**src/rtl/rtjm_pkg.sv**
```systemverilog
// Shared types, constants and helpers for the response time jitter monitor.
// No dependencies; every other file of the block imports this package.
`default_nettype none

package rtjm_pkg;

   // Field widths
   localparam int TIME_W   = 32;
   localparam int SUM_W    = 48;
   localparam int CNT_W    = 16;
   localparam int TASK_W   = 4;
   localparam int IDX_W    = 9;   // wide enough to compare against up to 256 tasks
   localparam int ALU_W    = 48;
   localparam int DIVCNT_W = 6;   // counts the 48 quotient bits

   // Defaults for the top-level parameters
   localparam int DEF_MAX_TASKS = 16;
   localparam int DEF_MAX_JOBS  = 65535;

   // One task's statistics bank
   typedef struct packed {
      logic [TIME_W-1:0] min_resp;
      logic [TIME_W-1:0] max_resp;
      logic [TIME_W-1:0] first_resp;
      logic [TIME_W-1:0] prev_resp;
      logic [TIME_W-1:0] delta;
      logic [SUM_W-1:0]  sum;
      logic [CNT_W-1:0]  count;
   } bank_type;

   // Shared add/subtract unit request and response
   typedef struct packed {
      logic [ALU_W-1:0] a;
      logic [ALU_W-1:0] b;
      logic             sub;
   } alu_req_type;

   typedef struct packed {
      logic [ALU_W-1:0] res;
      logic             borrow;
   } alu_rsp_type;

   // Sequencer states
   typedef enum logic [3:0] {
      ST_IDLE,
      ST_LOAD,
      ST_MIN,
      ST_MAX,
      ST_DCMP,
      ST_DSUB,
      ST_DELTA,
      ST_SUM,
      ST_STORE,
      ST_WCMP,
      ST_WSUB,
      ST_REL,
      ST_ABS,
      ST_DIV,
      ST_DONE
   } state_type;

   // Value of a bank that is empty
   function automatic bank_type bank_reset();
      bank_type b;
      b.min_resp   = '1;
      b.max_resp   = '0;
      b.first_resp = '0;
      b.prev_resp  = '0;
      b.delta      = '0;
      b.sum        = '0;
      b.count      = '0;
      return b;
   endfunction

endpackage

`default_nettype wire

```
**src/rtl/rtjm_alu.sv**
```systemverilog
// Shared 48-bit add/subtract unit with borrow flag, used for every compare,
// difference, accumulate and division step. Depends on rtjm_pkg.
`default_nettype none

module rtjm_alu
   import rtjm_pkg::*;
(
   input  alu_req_type alu_req,
   output alu_rsp_type alu_rsp
);

   logic [ALU_W-1:0] b_op;
   logic [ALU_W:0]   total;

   // a + b, or a + ~b + 1 for subtract
   assign b_op  = alu_req.sub ? ~alu_req.b : alu_req.b;
   assign total = {1'b0, alu_req.a} + {1'b0, b_op} + {{ALU_W{1'b0}}, alu_req.sub};

   assign alu_rsp.res    = total[ALU_W-1:0];
   assign alu_rsp.borrow = alu_req.sub & ~total[ALU_W];

endmodule

`default_nettype wire

```
**src/rtl/rtjm_bank_mem.sv**
```systemverilog
// Per-task statistics memory: one write port, one registered read port, and a
// valid bit per entry so that an empty entry reads as a cleared bank. Uses rtjm_pkg.
`default_nettype none

module rtjm_bank_mem
   import rtjm_pkg::*;
#(
   parameter int DEPTH  = DEF_MAX_TASKS,
   parameter int ADDR_W = 4
)(
   input  wire logic              clock,
   input  wire logic              reset,
   input  wire logic [ADDR_W-1:0] rd_addr,
   input  wire logic              wr_en,
   input  wire logic              wr_clear,
   input  wire logic [ADDR_W-1:0] wr_addr,
   input  bank_type               wr_data,
   output bank_type               rd_bank
);

   bank_type          mem [DEPTH];
   bank_type          rd_data_ff;
   logic              rd_valid_ff;
   logic [DEPTH-1:0]  valid_ff;

   // Storage array and registered read
   always_ff @(posedge clock) begin
      if (wr_en) begin
         mem[wr_addr] <= wr_data;
      end
      rd_data_ff  <= mem[rd_addr];
      rd_valid_ff <= valid_ff[rd_addr];
   end

   // Entry valid bits; a clear write drops the entry back to its empty value
   always_ff @(posedge clock) begin
      if (reset) begin
         valid_ff <= '0;
      end else if (wr_en) begin
         valid_ff[wr_addr] <= ~wr_clear;
      end
   end

   assign rd_bank = rd_valid_ff ? rd_data_ff : bank_reset();

endmodule

`default_nettype wire

```
**src/rtl/response_time_jitter_monitor_unit.sv**
```systemverilog
// Response time jitter monitor, top level. Each accepted transaction is one
// completed job; the block keeps min, max, first, previous, largest step,
// sum and count of response times per task and, on a task's last job,
// returns max, min, absolute jitter, relative jitter (wrap from first to last
// included) and the truncated average, then empties that task's bank. A job
// runs through load, min, max, step, sum and store states before ready
// returns; a job whose task index is out of range is dropped at acceptance,
// one on a full bank after the load (a last job still stores and reports);
// a last job adds the jitter steps and the bit-serial average division. All
// steps run one after another through a single 48-bit add/subtract unit, and
// the bank memory gives one read and at most one write per transaction. A
// finished report sits in an output register, so the next job is taken while
// it waits. Depends on rtjm_pkg, rtjm_alu and rtjm_bank_mem.
`default_nettype none

module response_time_jitter_monitor_unit
   import rtjm_pkg::*;
#(
   parameter int MAX_TASKS = DEF_MAX_TASKS,
   parameter int MAX_JOBS  = DEF_MAX_JOBS
)(
   input  wire logic              clock,
   input  wire logic              reset,
   // Job transactions
   input  wire logic              req_valid,
   output logic                   req_ready,
   input  wire logic [TASK_W-1:0] req_task_index,
   input  wire logic [TIME_W-1:0] req_arrival_time,
   input  wire logic [TIME_W-1:0] req_finish_time,
   input  wire logic              req_last_job,
   // Report transactions
   output logic                   rsp_valid,
   input  wire logic              rsp_ready,
   output logic [TASK_W-1:0]      rsp_report_task,
   output logic [TIME_W-1:0]      rsp_max_response,
   output logic [TIME_W-1:0]      rsp_min_response,
   output logic [TIME_W-1:0]      rsp_absolute_jitter,
   output logic [TIME_W-1:0]      rsp_relative_jitter,
   output logic [TIME_W-1:0]      rsp_average_response
);

   localparam int              AddrW     = (MAX_TASKS > 1) ? $clog2(MAX_TASKS) : 1;
   localparam logic [IDX_W-1:0] TaskLimit = IDX_W'(MAX_TASKS);
   localparam logic [CNT_W-1:0] JobLimit  = CNT_W'(MAX_JOBS);
   localparam logic [DIVCNT_W-1:0] DivLast = DIVCNT_W'(SUM_W - 1);

   state_type           state_ff, state_in;
   logic [TASK_W-1:0]   task_ff, task_in;
   logic [AddrW-1:0]    addr_ff, addr_in;
   logic [TIME_W-1:0]   arrival_ff, arrival_in;
   logic [TIME_W-1:0]   finish_ff, finish_in;
   logic                last_ff, last_in;
   logic [TIME_W-1:0]   resp_ff, resp_in;
   bank_type            bank_ff, bank_in;
   logic [TIME_W-1:0]   tmp_ff, tmp_in;
   logic                swap_ff, swap_in;
   logic [TIME_W-1:0]   rel_ff, rel_in;
   logic [TIME_W-1:0]   absj_ff, absj_in;
   logic [SUM_W-1:0]    num_ff, num_in;
   logic [CNT_W-1:0]    rem_ff, rem_in;
   logic [TIME_W-1:0]   quo_ff, quo_in;
   logic [DIVCNT_W-1:0] div_cnt_ff, div_cnt_in;

   logic                rsp_valid_ff, rsp_valid_in;
   logic [TASK_W-1:0]   rsp_task_ff, rsp_task_in;
   logic [TIME_W-1:0]   rsp_max_ff, rsp_max_in;
   logic [TIME_W-1:0]   rsp_min_ff, rsp_min_in;
   logic [TIME_W-1:0]   rsp_absj_ff, rsp_absj_in;
   logic [TIME_W-1:0]   rsp_rel_ff, rsp_rel_in;
   logic [TIME_W-1:0]   rsp_avg_ff, rsp_avg_in;

   logic [IDX_W-1:0]    req_idx_wide;
   logic                req_in_range;
   logic [AddrW-1:0]    req_addr;
   logic [CNT_W:0]      div_trial;

   alu_req_type         alu_req;
   alu_rsp_type         alu_rsp;
   bank_type            rd_bank;
   logic                wr_en;
   logic                wr_clear;

   // Task index decode
   assign req_idx_wide = {{(IDX_W - TASK_W){1'b0}}, req_task_index};
   assign req_in_range = req_idx_wide < TaskLimit;
   assign req_addr     = req_idx_wide[AddrW-1:0];
   assign div_trial    = {rem_ff, num_ff[SUM_W-1]};

   rtjm_alu u_alu (
      .alu_req (alu_req),
      .alu_rsp (alu_rsp)
   );

   rtjm_bank_mem #(
      .DEPTH  (MAX_TASKS),
      .ADDR_W (AddrW)
   ) u_bank_mem (
      .clock    (clock),
      .reset    (reset),
      .rd_addr  (req_addr),
      .wr_en    (wr_en),
      .wr_clear (wr_clear),
      .wr_addr  (addr_ff),
      .wr_data  (bank_ff),
      .rd_bank  (rd_bank)
   );

   // Control registers
   always_ff @(posedge clock) begin
      if (reset) begin
         state_ff     <= ST_IDLE;
         rsp_valid_ff <= 1'b0;
      end else begin
         state_ff     <= state_in;
         rsp_valid_ff <= rsp_valid_in;
      end
   end

   // Datapath registers
   always_ff @(posedge clock) begin
      task_ff     <= task_in;
      addr_ff     <= addr_in;
      arrival_ff  <= arrival_in;
      finish_ff   <= finish_in;
      last_ff     <= last_in;
      resp_ff     <= resp_in;
      bank_ff     <= bank_in;
      tmp_ff      <= tmp_in;
      swap_ff     <= swap_in;
      rel_ff      <= rel_in;
      absj_ff     <= absj_in;
      num_ff      <= num_in;
      rem_ff      <= rem_in;
      quo_ff      <= quo_in;
      div_cnt_ff  <= div_cnt_in;
      rsp_task_ff <= rsp_task_in;
      rsp_max_ff  <= rsp_max_in;
      rsp_min_ff  <= rsp_min_in;
      rsp_absj_ff <= rsp_absj_in;
      rsp_rel_ff  <= rsp_rel_in;
      rsp_avg_ff  <= rsp_avg_in;
   end

   // Sequencer: next state, datapath updates and shared unit operands
   always_comb begin
      state_in     = state_ff;
      task_in      = task_ff;
      addr_in      = addr_ff;
      arrival_in   = arrival_ff;
      finish_in    = finish_ff;
      last_in      = last_ff;
      resp_in      = resp_ff;
      bank_in      = bank_ff;
      tmp_in       = tmp_ff;
      swap_in      = swap_ff;
      rel_in       = rel_ff;
      absj_in      = absj_ff;
      num_in       = num_ff;
      rem_in       = rem_ff;
      quo_in       = quo_ff;
      div_cnt_in   = div_cnt_ff;
      rsp_valid_in = rsp_valid_ff & ~rsp_ready;
      rsp_task_in  = rsp_task_ff;
      rsp_max_in   = rsp_max_ff;
      rsp_min_in   = rsp_min_ff;
      rsp_absj_in  = rsp_absj_ff;
      rsp_rel_in   = rsp_rel_ff;
      rsp_avg_in   = rsp_avg_ff;
      req_ready    = 1'b0;
      wr_en        = 1'b0;
      wr_clear     = 1'b0;
      alu_req.a    = '0;
      alu_req.b    = '0;
      alu_req.sub  = 1'b1;

      unique case (state_ff)
         ST_IDLE: begin
            req_ready = 1'b1;
            if (req_valid) begin
               task_in    = req_task_index;
               addr_in    = req_addr;
               arrival_in = req_arrival_time;
               finish_in  = req_finish_time;
               last_in    = req_last_job;
               state_in   = req_in_range ? ST_LOAD : ST_IDLE;
            end
         end
         // Bank arrives from memory; response = finish - arrival, floored at 0
         ST_LOAD: begin
            alu_req.a = ALU_W'(finish_ff);
            alu_req.b = ALU_W'(arrival_ff);
            resp_in   = alu_rsp.borrow ? '0 : alu_rsp.res[TIME_W-1:0];
            bank_in   = rd_bank;
            // full bank: job dropped, a last job still reports and clears
            if (rd_bank.count >= JobLimit) begin
               state_in = last_ff ? ST_STORE : ST_IDLE;
            end else begin
               state_in = ST_MIN;
            end
         end
         ST_MIN: begin
            alu_req.a = ALU_W'(resp_ff);
            alu_req.b = ALU_W'(bank_ff.min_resp);
            if (alu_rsp.borrow) begin
               bank_in.min_resp = resp_ff;
            end
            state_in = ST_MAX;
         end
         ST_MAX: begin
            alu_req.a = ALU_W'(bank_ff.max_resp);
            alu_req.b = ALU_W'(resp_ff);
            if (alu_rsp.borrow) begin
               bank_in.max_resp = resp_ff;
            end
            state_in = ST_DCMP;
         end
         // |resp - prev| as compare then ordered subtract
         ST_DCMP: begin
            alu_req.a = ALU_W'(resp_ff);
            alu_req.b = ALU_W'(bank_ff.prev_resp);
            swap_in   = alu_rsp.borrow;
            state_in  = ST_DSUB;
         end
         ST_DSUB: begin
            alu_req.a = ALU_W'(swap_ff ? bank_ff.prev_resp : resp_ff);
            alu_req.b = ALU_W'(swap_ff ? resp_ff : bank_ff.prev_resp);
            tmp_in    = alu_rsp.res[TIME_W-1:0];
            state_in  = ST_DELTA;
         end
         ST_DELTA: begin
            alu_req.a = ALU_W'(bank_ff.delta);
            alu_req.b = ALU_W'(tmp_ff);
            if (bank_ff.count == '0) begin
               bank_in.first_resp = resp_ff;
            end else if (alu_rsp.borrow) begin
               bank_in.delta = tmp_ff;
            end
            bank_in.prev_resp = resp_ff;
            state_in = ST_SUM;
         end
         ST_SUM: begin
            alu_req.a     = ALU_W'(bank_ff.sum);
            alu_req.b     = ALU_W'(resp_ff);
            alu_req.sub   = 1'b0;
            bank_in.sum   = alu_rsp.res[SUM_W-1:0];
            bank_in.count = bank_ff.count + 1'b1;
            state_in      = ST_STORE;
         end
         // Write back, or empty the entry when the task reports
         ST_STORE: begin
            wr_en    = 1'b1;
            wr_clear = last_ff;
            state_in = last_ff ? ST_WCMP : ST_IDLE;
         end
         // Wrap step |first - prev|
         ST_WCMP: begin
            alu_req.a = ALU_W'(bank_ff.first_resp);
            alu_req.b = ALU_W'(bank_ff.prev_resp);
            swap_in   = alu_rsp.borrow;
            state_in  = ST_WSUB;
         end
         ST_WSUB: begin
            alu_req.a = ALU_W'(swap_ff ? bank_ff.prev_resp : bank_ff.first_resp);
            alu_req.b = ALU_W'(swap_ff ? bank_ff.first_resp : bank_ff.prev_resp);
            tmp_in    = alu_rsp.res[TIME_W-1:0];
            state_in  = ST_REL;
         end
         ST_REL: begin
            alu_req.a = ALU_W'(bank_ff.delta);
            alu_req.b = ALU_W'(tmp_ff);
            rel_in    = alu_rsp.borrow ? tmp_ff : bank_ff.delta;
            state_in  = ST_ABS;
         end
         // Absolute jitter, and set up the divider
         ST_ABS: begin
            alu_req.a  = ALU_W'(bank_ff.max_resp);
            alu_req.b  = ALU_W'(bank_ff.min_resp);
            absj_in    = alu_rsp.res[TIME_W-1:0];
            num_in     = bank_ff.sum;
            rem_in     = '0;
            quo_in     = '0;
            div_cnt_in = '0;
            state_in   = ST_DIV;
         end
         // Restoring division, one quotient bit per cycle; upper bits fall off
         ST_DIV: begin
            alu_req.a  = ALU_W'(div_trial);
            alu_req.b  = ALU_W'(bank_ff.count);
            rem_in     = alu_rsp.borrow ? div_trial[CNT_W-1:0] : alu_rsp.res[CNT_W-1:0];
            quo_in     = {quo_ff[TIME_W-2:0], ~alu_rsp.borrow};
            num_in     = {num_ff[SUM_W-2:0], 1'b0};
            div_cnt_in = div_cnt_ff + 1'b1;
            if (div_cnt_ff == DivLast) begin
               state_in = ST_DONE;
            end
         end
         // Hand the report to the output register once it is free
         ST_DONE: begin
            if (!rsp_valid_ff || rsp_ready) begin
               rsp_valid_in = 1'b1;
               rsp_task_in  = task_ff;
               rsp_max_in   = bank_ff.max_resp;
               rsp_min_in   = bank_ff.min_resp;
               rsp_absj_in  = absj_ff;
               rsp_rel_in   = rel_ff;
               rsp_avg_in   = (bank_ff.count == '0) ? '0 : quo_ff;
               state_in     = ST_IDLE;
            end
         end
         default: begin
            state_in = ST_IDLE;
         end
      endcase
   end

   assign rsp_valid            = rsp_valid_ff;
   assign rsp_report_task      = rsp_task_ff;
   assign rsp_max_response     = rsp_max_ff;
   assign rsp_min_response     = rsp_min_ff;
   assign rsp_absolute_jitter  = rsp_absj_ff;
   assign rsp_relative_jitter  = rsp_rel_ff;
   assign rsp_average_response = rsp_avg_ff;

`ifndef SYNTH
   // Absolute jitter is consistent with the reported extremes
   assert_absj: assert property (@(posedge clock) disable iff (reset)
      rsp_valid_ff |-> (rsp_absj_ff == rsp_max_ff - rsp_min_ff))
      else $error("absolute jitter differs from max minus min");

   // No step between responses can exceed the full spread
   assert_rel_bound: assert property (@(posedge clock) disable iff (reset)
      rsp_valid_ff |-> (rsp_rel_ff <= rsp_absj_ff))
      else $error("relative jitter exceeds absolute jitter");

   // The average lies between the extremes
   assert_avg_bound: assert property (@(posedge clock) disable iff (reset)
      rsp_valid_ff |-> (rsp_avg_ff >= rsp_min_ff && rsp_avg_ff <= rsp_max_ff))
      else $error("average response outside min/max");

   // A new report only comes out of the final sequencer step
   assert_rsp_src: assert property (@(posedge clock) disable iff (reset)
      $rose(rsp_valid_ff) |-> ($past(state_ff) == ST_DONE))
      else $error("report raised outside the final step");
`endif

endmodule

`default_nettype wire
```
**config.mk**
```make
export PLATFORM = sky130hd
export DESIGN_NAME = response_time_jitter_monitor_unit
export DESIGN_NICKNAME = d
export VERILOG_FILES = /design/src/rtl/rtjm_pkg.sv /design/src/rtl/rtjm_alu.sv /design/src/rtl/rtjm_bank_mem.sv /design/src/rtl/response_time_jitter_monitor_unit.sv
export SDC_FILE = /design/constraint.sdc
export NUM_CORES = 2
export LEC_CHECK = 0
export BUFFER_PORTS_ARGS = -buffer_cell sky130_fd_sc_hd__buf_4
export CAP_MARGIN = 20
export CORE_UTILIZATION = 50
export CTS_BUF_LIST = sky130_fd_sc_hd__clkbuf_4 sky130_fd_sc_hd__clkbuf_8 sky130_fd_sc_hd__clkbuf_16
export DETAILED_ROUTE_END_ITERATION = 8
export HOLD_SLACK_MARGIN = 0.03
export PLACE_DENSITY = 0.63
export SLEW_MARGIN = 20
export SYNTH_ARGS = -nofsm -noshare
export SYNTH_HDL_FRONTEND = slang
export SYNTH_HIERARCHICAL = 1
export SYNTH_SLANG_ARGS = --single-unit
```
**constraint.sdc**
```tcl
create_clock -name clock -period 21.6 [get_ports clock]
set_clock_uncertainty 0.15 [all_clocks]
set_input_delay 5.4 -clock clock [delete_from_list [all_inputs] [get_ports clock]]
set_output_delay 5.4 -clock clock [all_outputs]
set_load 0.05 [all_outputs]
```
Word-level counts from Yosys, hierarchy flattened
Memories as Yosys holds them, arrays and structs flattened. A register that Yosys moved wholly into a read port is not among the register bits.
Cells that the tools add are included.
{"block": "totals", "word_cells": 130, "output_inout_bits": 166, "regBits": 710, "in_bits": 73, "ramBits": 3584, "memories": 1}
{"block": "classes", "magnitude_cmp": 5, "bitwise_logic": 7, "n_eq_ne": 22, "mux": 41, "n_reduce_logical": 20, "n_addsub": 4}
{"memory": "u_bank_mem.mem", "words": 16, "word_bits": 224, "read_ports": 1, "rd_clocked_by_memory_dff": 1, "write_ports": 1, "line": "rtjm_bank_mem.sv:21", "source": "bank_type mem [DEPTH];"}
{"operator": "one-hot mux 96 bit (11 select lines)", "n": 1}
{"operator": "2-to-1 mux 32 bit", "n": 8}
{"operator": "2-to-1 mux 224 bit", "n": 1}
{"operator": "one-hot mux 32 bit (2 select lines)", "n": 3}
{"operator": "one-hot mux 96 bit (2 select lines)", "n": 1}
{"operator": "one-hot mux 64 bit (2 select lines)", "n": 1}
{"operator": "one-hot mux 48 bit (2 select lines)", "n": 1}
{"operator": "one-hot mux 4 bit (15 select lines)", "n": 1}
{"operator": "adder 48 x 48 -> 49 bit", "n": 1}
{"operator": "adder 49 x 1 -> 49 bit", "n": 1}
{"operator": "2-to-1 mux 48 bit", "n": 1}
{"operator": "inverter 48 bit", "n": 1}
{"operator": "one-hot mux 16 bit (2 select lines)", "n": 1}
{"operator": "== test 4 bit (second input constant)", "n": 7}
{"operator": "2-to-1 mux 4 bit", "n": 6}
{"operator": "adder 16 x 1 -> 16 bit (second input constant)", "n": 1}
{"operator": "bitwise mux 16 bit", "n": 1}
{"operator": "== test 4 x 3 -> 1 bit (second input constant)", "n": 4}
{"operator": ">= comparator 16 bit (second input constant)", "n": 1}
{"operator": "zero test 16 bit", "n": 1}
{"operator": "2-to-1 mux 16 bit", "n": 1}
{"operator": "less-than comparator 4 x 5 -> 1 bit (second input constant)", "n": 3}
{"operator": "inequality test 2 bit (second input constant)", "n": 7}
{"operator": "one-hot mux 6 bit (2 select lines)", "n": 1}
{"operator": "18 further kinds", "n": 44}

Depth between registers and ports, before layout
{"block": "logic_depth", "depth_word": 12, "mapped_depth": 25, "ltp_nobuf": 19}

Hierarchy
The synthesis kept the hierarchy.
{"module": "rtjm_bank_mem", "cells_per_inst": 6099, "area_each_um2": 140374.6, "instances": 1}
{"module": "response_time_jitter_monitor_unit", "cells_per_inst": 2324, "area_each_um2": 30183.9, "instances": 1}
{"module": "rtjm_alu", "cells_per_inst": 490, "area_each_um2": 3495.9, "instances": 1}

Least setup slack after synthesis
Ideal clock, no wire load.
{"block": "synth_path", "path_kind": "reg-to-reg", "startpoint": "register state_ff[0]", "endpoint": "register u_bank_mem.valid_ff[0]", "setup_time_ps": 725, "period_less_slack_ps": 18831, "stages_incl_launch_ff": 10, "slack_ps": 2769, "arrival_time_ps": 17955, "cell_sequence": "dfxtp_1 buf_4 buf_4 buf_2 buf_2 buf_1 nor3_1 or3b_2 nor3_1 a211oi_1"}
{"block": "synth_between", "elab_cells_between_ends": 5, "classes_between": "1 x eq/ne; 3 x mux; 1 x bitwise"}
{"element": "start: declaration", "line": "response_time_jitter_monitor_unit.sv:47", "source": "state_type state_ff, state_in;"}
{"element": "start signal: assignment", "line": "response_time_jitter_monitor_unit.sv:114", "source": "state_ff <= state_in;"}
{"element": "== test 4 bit", "line": "response_time_jitter_monitor_unit.sv:176", "source": "unique case (state_ff)"}
{"element": "2-to-1 mux 1 bit", "line": "response_time_jitter_monitor_unit.sv:176"}
{"element": "named net wr_en", "line": "response_time_jitter_monitor_unit.sv:80", "source": "logic wr_en;"}
{"element": "end signal: indexed assignment", "line": "rtjm_bank_mem.sv:40", "source": "valid_ff[wr_addr] <= ~wr_clear;"}
{"element": "end: declaration", "line": "rtjm_bank_mem.sv:24", "source": "logic [DEPTH-1:0] valid_ff;"}
The timed path passes the listed nets, and every way through them passes these cells.
A chain may end at the register's enable or synchronous reset.

==> impl_metrics.toml <==
[run_status]
status = "finished, violations left"
violations = "design-rule violations"

[synthesis]
syn_inst = 8913
synth_common_cells = "edfxtp_1, mux4_2, nand2_1, a22oi_1, and2_1"
avgSynthCellArea_um2 = 19.53
synth_seq_cells = 4518
synthFlopType = "edfxtp_1"
ys_async_sr_fraction_pct = 0
synth_top_area_share_pct = 73.70
synth.area.top_cells = "edfxtp_1, mux4_2, dfxtp_1"
synth_area_um2 = 174100
ys.warnings.count = 6
yosysMostFrequentCell = "edfxtp_1"
synth_edf_count = 4272
synth_top_cell_by_area = "edfxtp_1"
ys_types = 102
synth_seq_area_share_pct = 76.53

[floorplanning]
io_pins = 239
core_um2 = 346200
rows = 216
fp.dieW_um = 592.0
initial_core_util_pct = 50.28
dieHeight_um = 592.0
fp.dieArea_um2 = 350500

[pwr]
leakagePower_nw = 64.51
ir_worst_vdd_v = 0.00007240
p_per_area_nw_per_um2 = 96.84

[cts]
cts_tree = "done"
cts.sinks = 4518
numCtsBuffers = 450
clk_pin_slew_ns = 0.07
clk-insertion-delay-late_ns = 1.05
htree_levels = 5
clockRootBuffer = "clkbuf_16"
clk_path_buf_depth = 4
cts_setup_buffers = 0
cts-hold-fix-buffers = 0
cts_resized = 0

[place]
post_dp_cell_area_um2 = 181700
dp_hpwl_mm = 304.6
gp_congestion = 0.9873
io_buffers = 238

[timing]
worst_slew_pin_slew_ns = 1.244
rsz0062_at_grt = "false"
maxSlewViolCount = 0
slew_headroom_pct = 16.86
final_hold_viol_count = 0
setup_viol = 0
fmax_mhz = 108.6
finalCritPeriodShare_pct = 42.63
whs_ns = 0.2651
finalSetupTns_ns = 0
period_needed_ns = 9.208

[worst_setup_path]
start_kind = "flip-flop"
setup.worst_path.end_class = "flip-flop"
worstPathMaxFanout = 48
critPathRequiredTime_ns = 22.19
critPathKind = "flip-flop to flip-flop"
critPathArrivalTime_ns = 9.79

[final_layout]
drive_above_1_share_pct = 23.88
seq_area_um2 = 133200
multi_input_area_um2 = 38790
post-route-util_pct = 56.87
nets = 9461
final_cell_area_um2 = 196900
areaGrowthSynthToFinish_pct = 13.11
fillers = 25620

[route]
vias = 94310
routed_wl_mm = 536.9
drc_errors = 3
ant_nets = 0
drt_iter0_drc = 14380
dr.pass1.iters = 9
routedWlPerCell_um = 37.44
post_drt_via_cell_ratio = 6.577

[worst_hold_path]
hold_path_class = "flip-flop to flip-flop"

[grt]
grt_overflow = 0
grt.total_usage_pct = 30.59
antenna_found_initial = 52
grt_pass1_wl_mm = 739.8
grt_pass1_vias = 93680
grt_max_degree = 132

[run]
cap_violations = 0
[layout make-up]
type                            instances  share of cell area [%]
Multi-Input combinational cell       3847                   19.70
Inverter                               40                 0.08008
Sequential cell                      4518                   67.67
Clock inverter                        232                   1.095
Antenna cell                           33                 0.04195
Timing Repair Buffer                  476                   1.979
Tap cell                             4578                   2.910
Clock buffer                          614                   6.522
[critical path, stage by stage, from the launching register on]
cell	delay [ns]
dfxtp_2	0.62
buf_4	0.57
nand4bb_1	0.65
buf_4	0.44
nor2_1	0.65
buf_4	0.36
a222oi_1	0.14
nand3_1	0.17
xor2_1	0.18
ha_1	0.32
nand3_1	0.14
o21bai_1	0.24
a211oi_1	0.18
o31ai_1	0.83
and2_1	0.39
o31ai_1	0.12
o32a_1	0.36
a31oi_4	0.19
buf_4	0.50
buf_4	0.75
mux2_2	0.53
nand2_1	0.17
nand2_1	0.07
[registers in the layout (all words and copies together) (netlist names), 6 cells and up]
| register | count |
|---|---|
| absj_ff | 32 |
| arrival_ff | 32 |
| bank_ff | 224 |
| div_cnt_ff | 6 |
| finish_ff | 32 |
| num_ff | 48 |
| quo_ff | 32 |
| rel_ff | 32 |
| rem_ff | 16 |
| resp_ff | 32 |
| rsp_absolute_jitter | 32 |
| rsp_average_response | 32 |
| rsp_max_response | 32 |
| rsp_min_response | 32 |
| rsp_relative_jitter | 32 |
| tmp_ff | 32 |
| u_bank_mem/mem | 3584 |
| u_bank_mem/rd_data_ff | 224 |
| u_bank_mem/valid_ff | 16 |
[path summary, 6_finish.rpt]
| check | depth (start not counted) | slack [ns] | start | endpoint |
|---|---|---|---|---|
| worst min-delay path | 0 | 0.27 | absj_ff[1]$_DFFE_PN_ | rsp_absolute_jitter[1]$_DFFE_PP_ |
| worst max-delay path | 22 | 12.39 | state_ff[1]$_SDFFE_PP0P_ | bank_ff[86]$_DFFE_PP_ |
| worst max register to register | 22 | 12.39 | state_ff[1]$_SDFFE_PP0P_ | bank_ff[86]$_DFFE_PP_ |
| worst min register to register | 0 | 0.27 | absj_ff[1]$_DFFE_PN_ | rsp_absolute_jitter[1]$_DFFE_PP_ |
[logic make-up (layout without fill, tap and decap cells)]
group,count (synthesis),count (layout),synth area share [%]
flip-flops,4518,4518,76.53
AND/OR/NAND/NOR,1554,1554,4.256
multiplexers,1085,1085,12.54
AO/OA/AOI/OAI,1030,1030,4.230
buffers and inverters,563,1362,1.501
XOR/XNOR,107,107,0.5384
adder cells (fa/ha/maj),55,55,0.3997
other,1,49,0.002154
[per-stage QoR]
step | power (W) | setup WS [ns] | std cells
after floorplan | 0.01065 | 2.769 | 8928
after global placement | 0.01129 | 11.21 | 13450
after detailed placement | 0.01131 | 11.20 | 13460
after CTS | 0.01908 | 12.21 | 14300
after global routing | 0.01950 | 11.87 | 14310
final | 0.01906 | 12.39 | 14340
[power breakdown]
part	total, W	leakage [nW]	switching [W]	internal [W]
Sequential	0.0100	40.6	0.000271	0.00974
Clock	0.00789	7.52	0.00336	0.00453
Combinational	0.00116	16.4	0.000765	0.000394
Total	0.0191	64.5	0.00440	0.0147
[metal layers]
| layer | track usage [%] | vias to the layer above | routed length, µm |
|---|---|---|---|
| li1 | - | 37130 | - |
| met1 | 42.94 | 50220 | 207000 |
| met4 | 14.24 | 12 | 28640 |
| met2 | 46.53 | 5864 | 244500 |
| met5 | 0 | - | 80 |
| met3 | 6.116 | 1079 | 56620 |
[layout by cell type, fill, tap and decap left out, types with 121 or more instances in the layout]
master,n
buf_4,449
a22oi_1,318
nor2_1,173
clkbuf_16,457
mux4_2,866
o22ai_1,212
and2_1,252
dfxtp_1,241
clkbuf_4,121
nand2_1,757
edfxtp_1,4272
No activity file was read; power rests on OpenSTA's default activity.
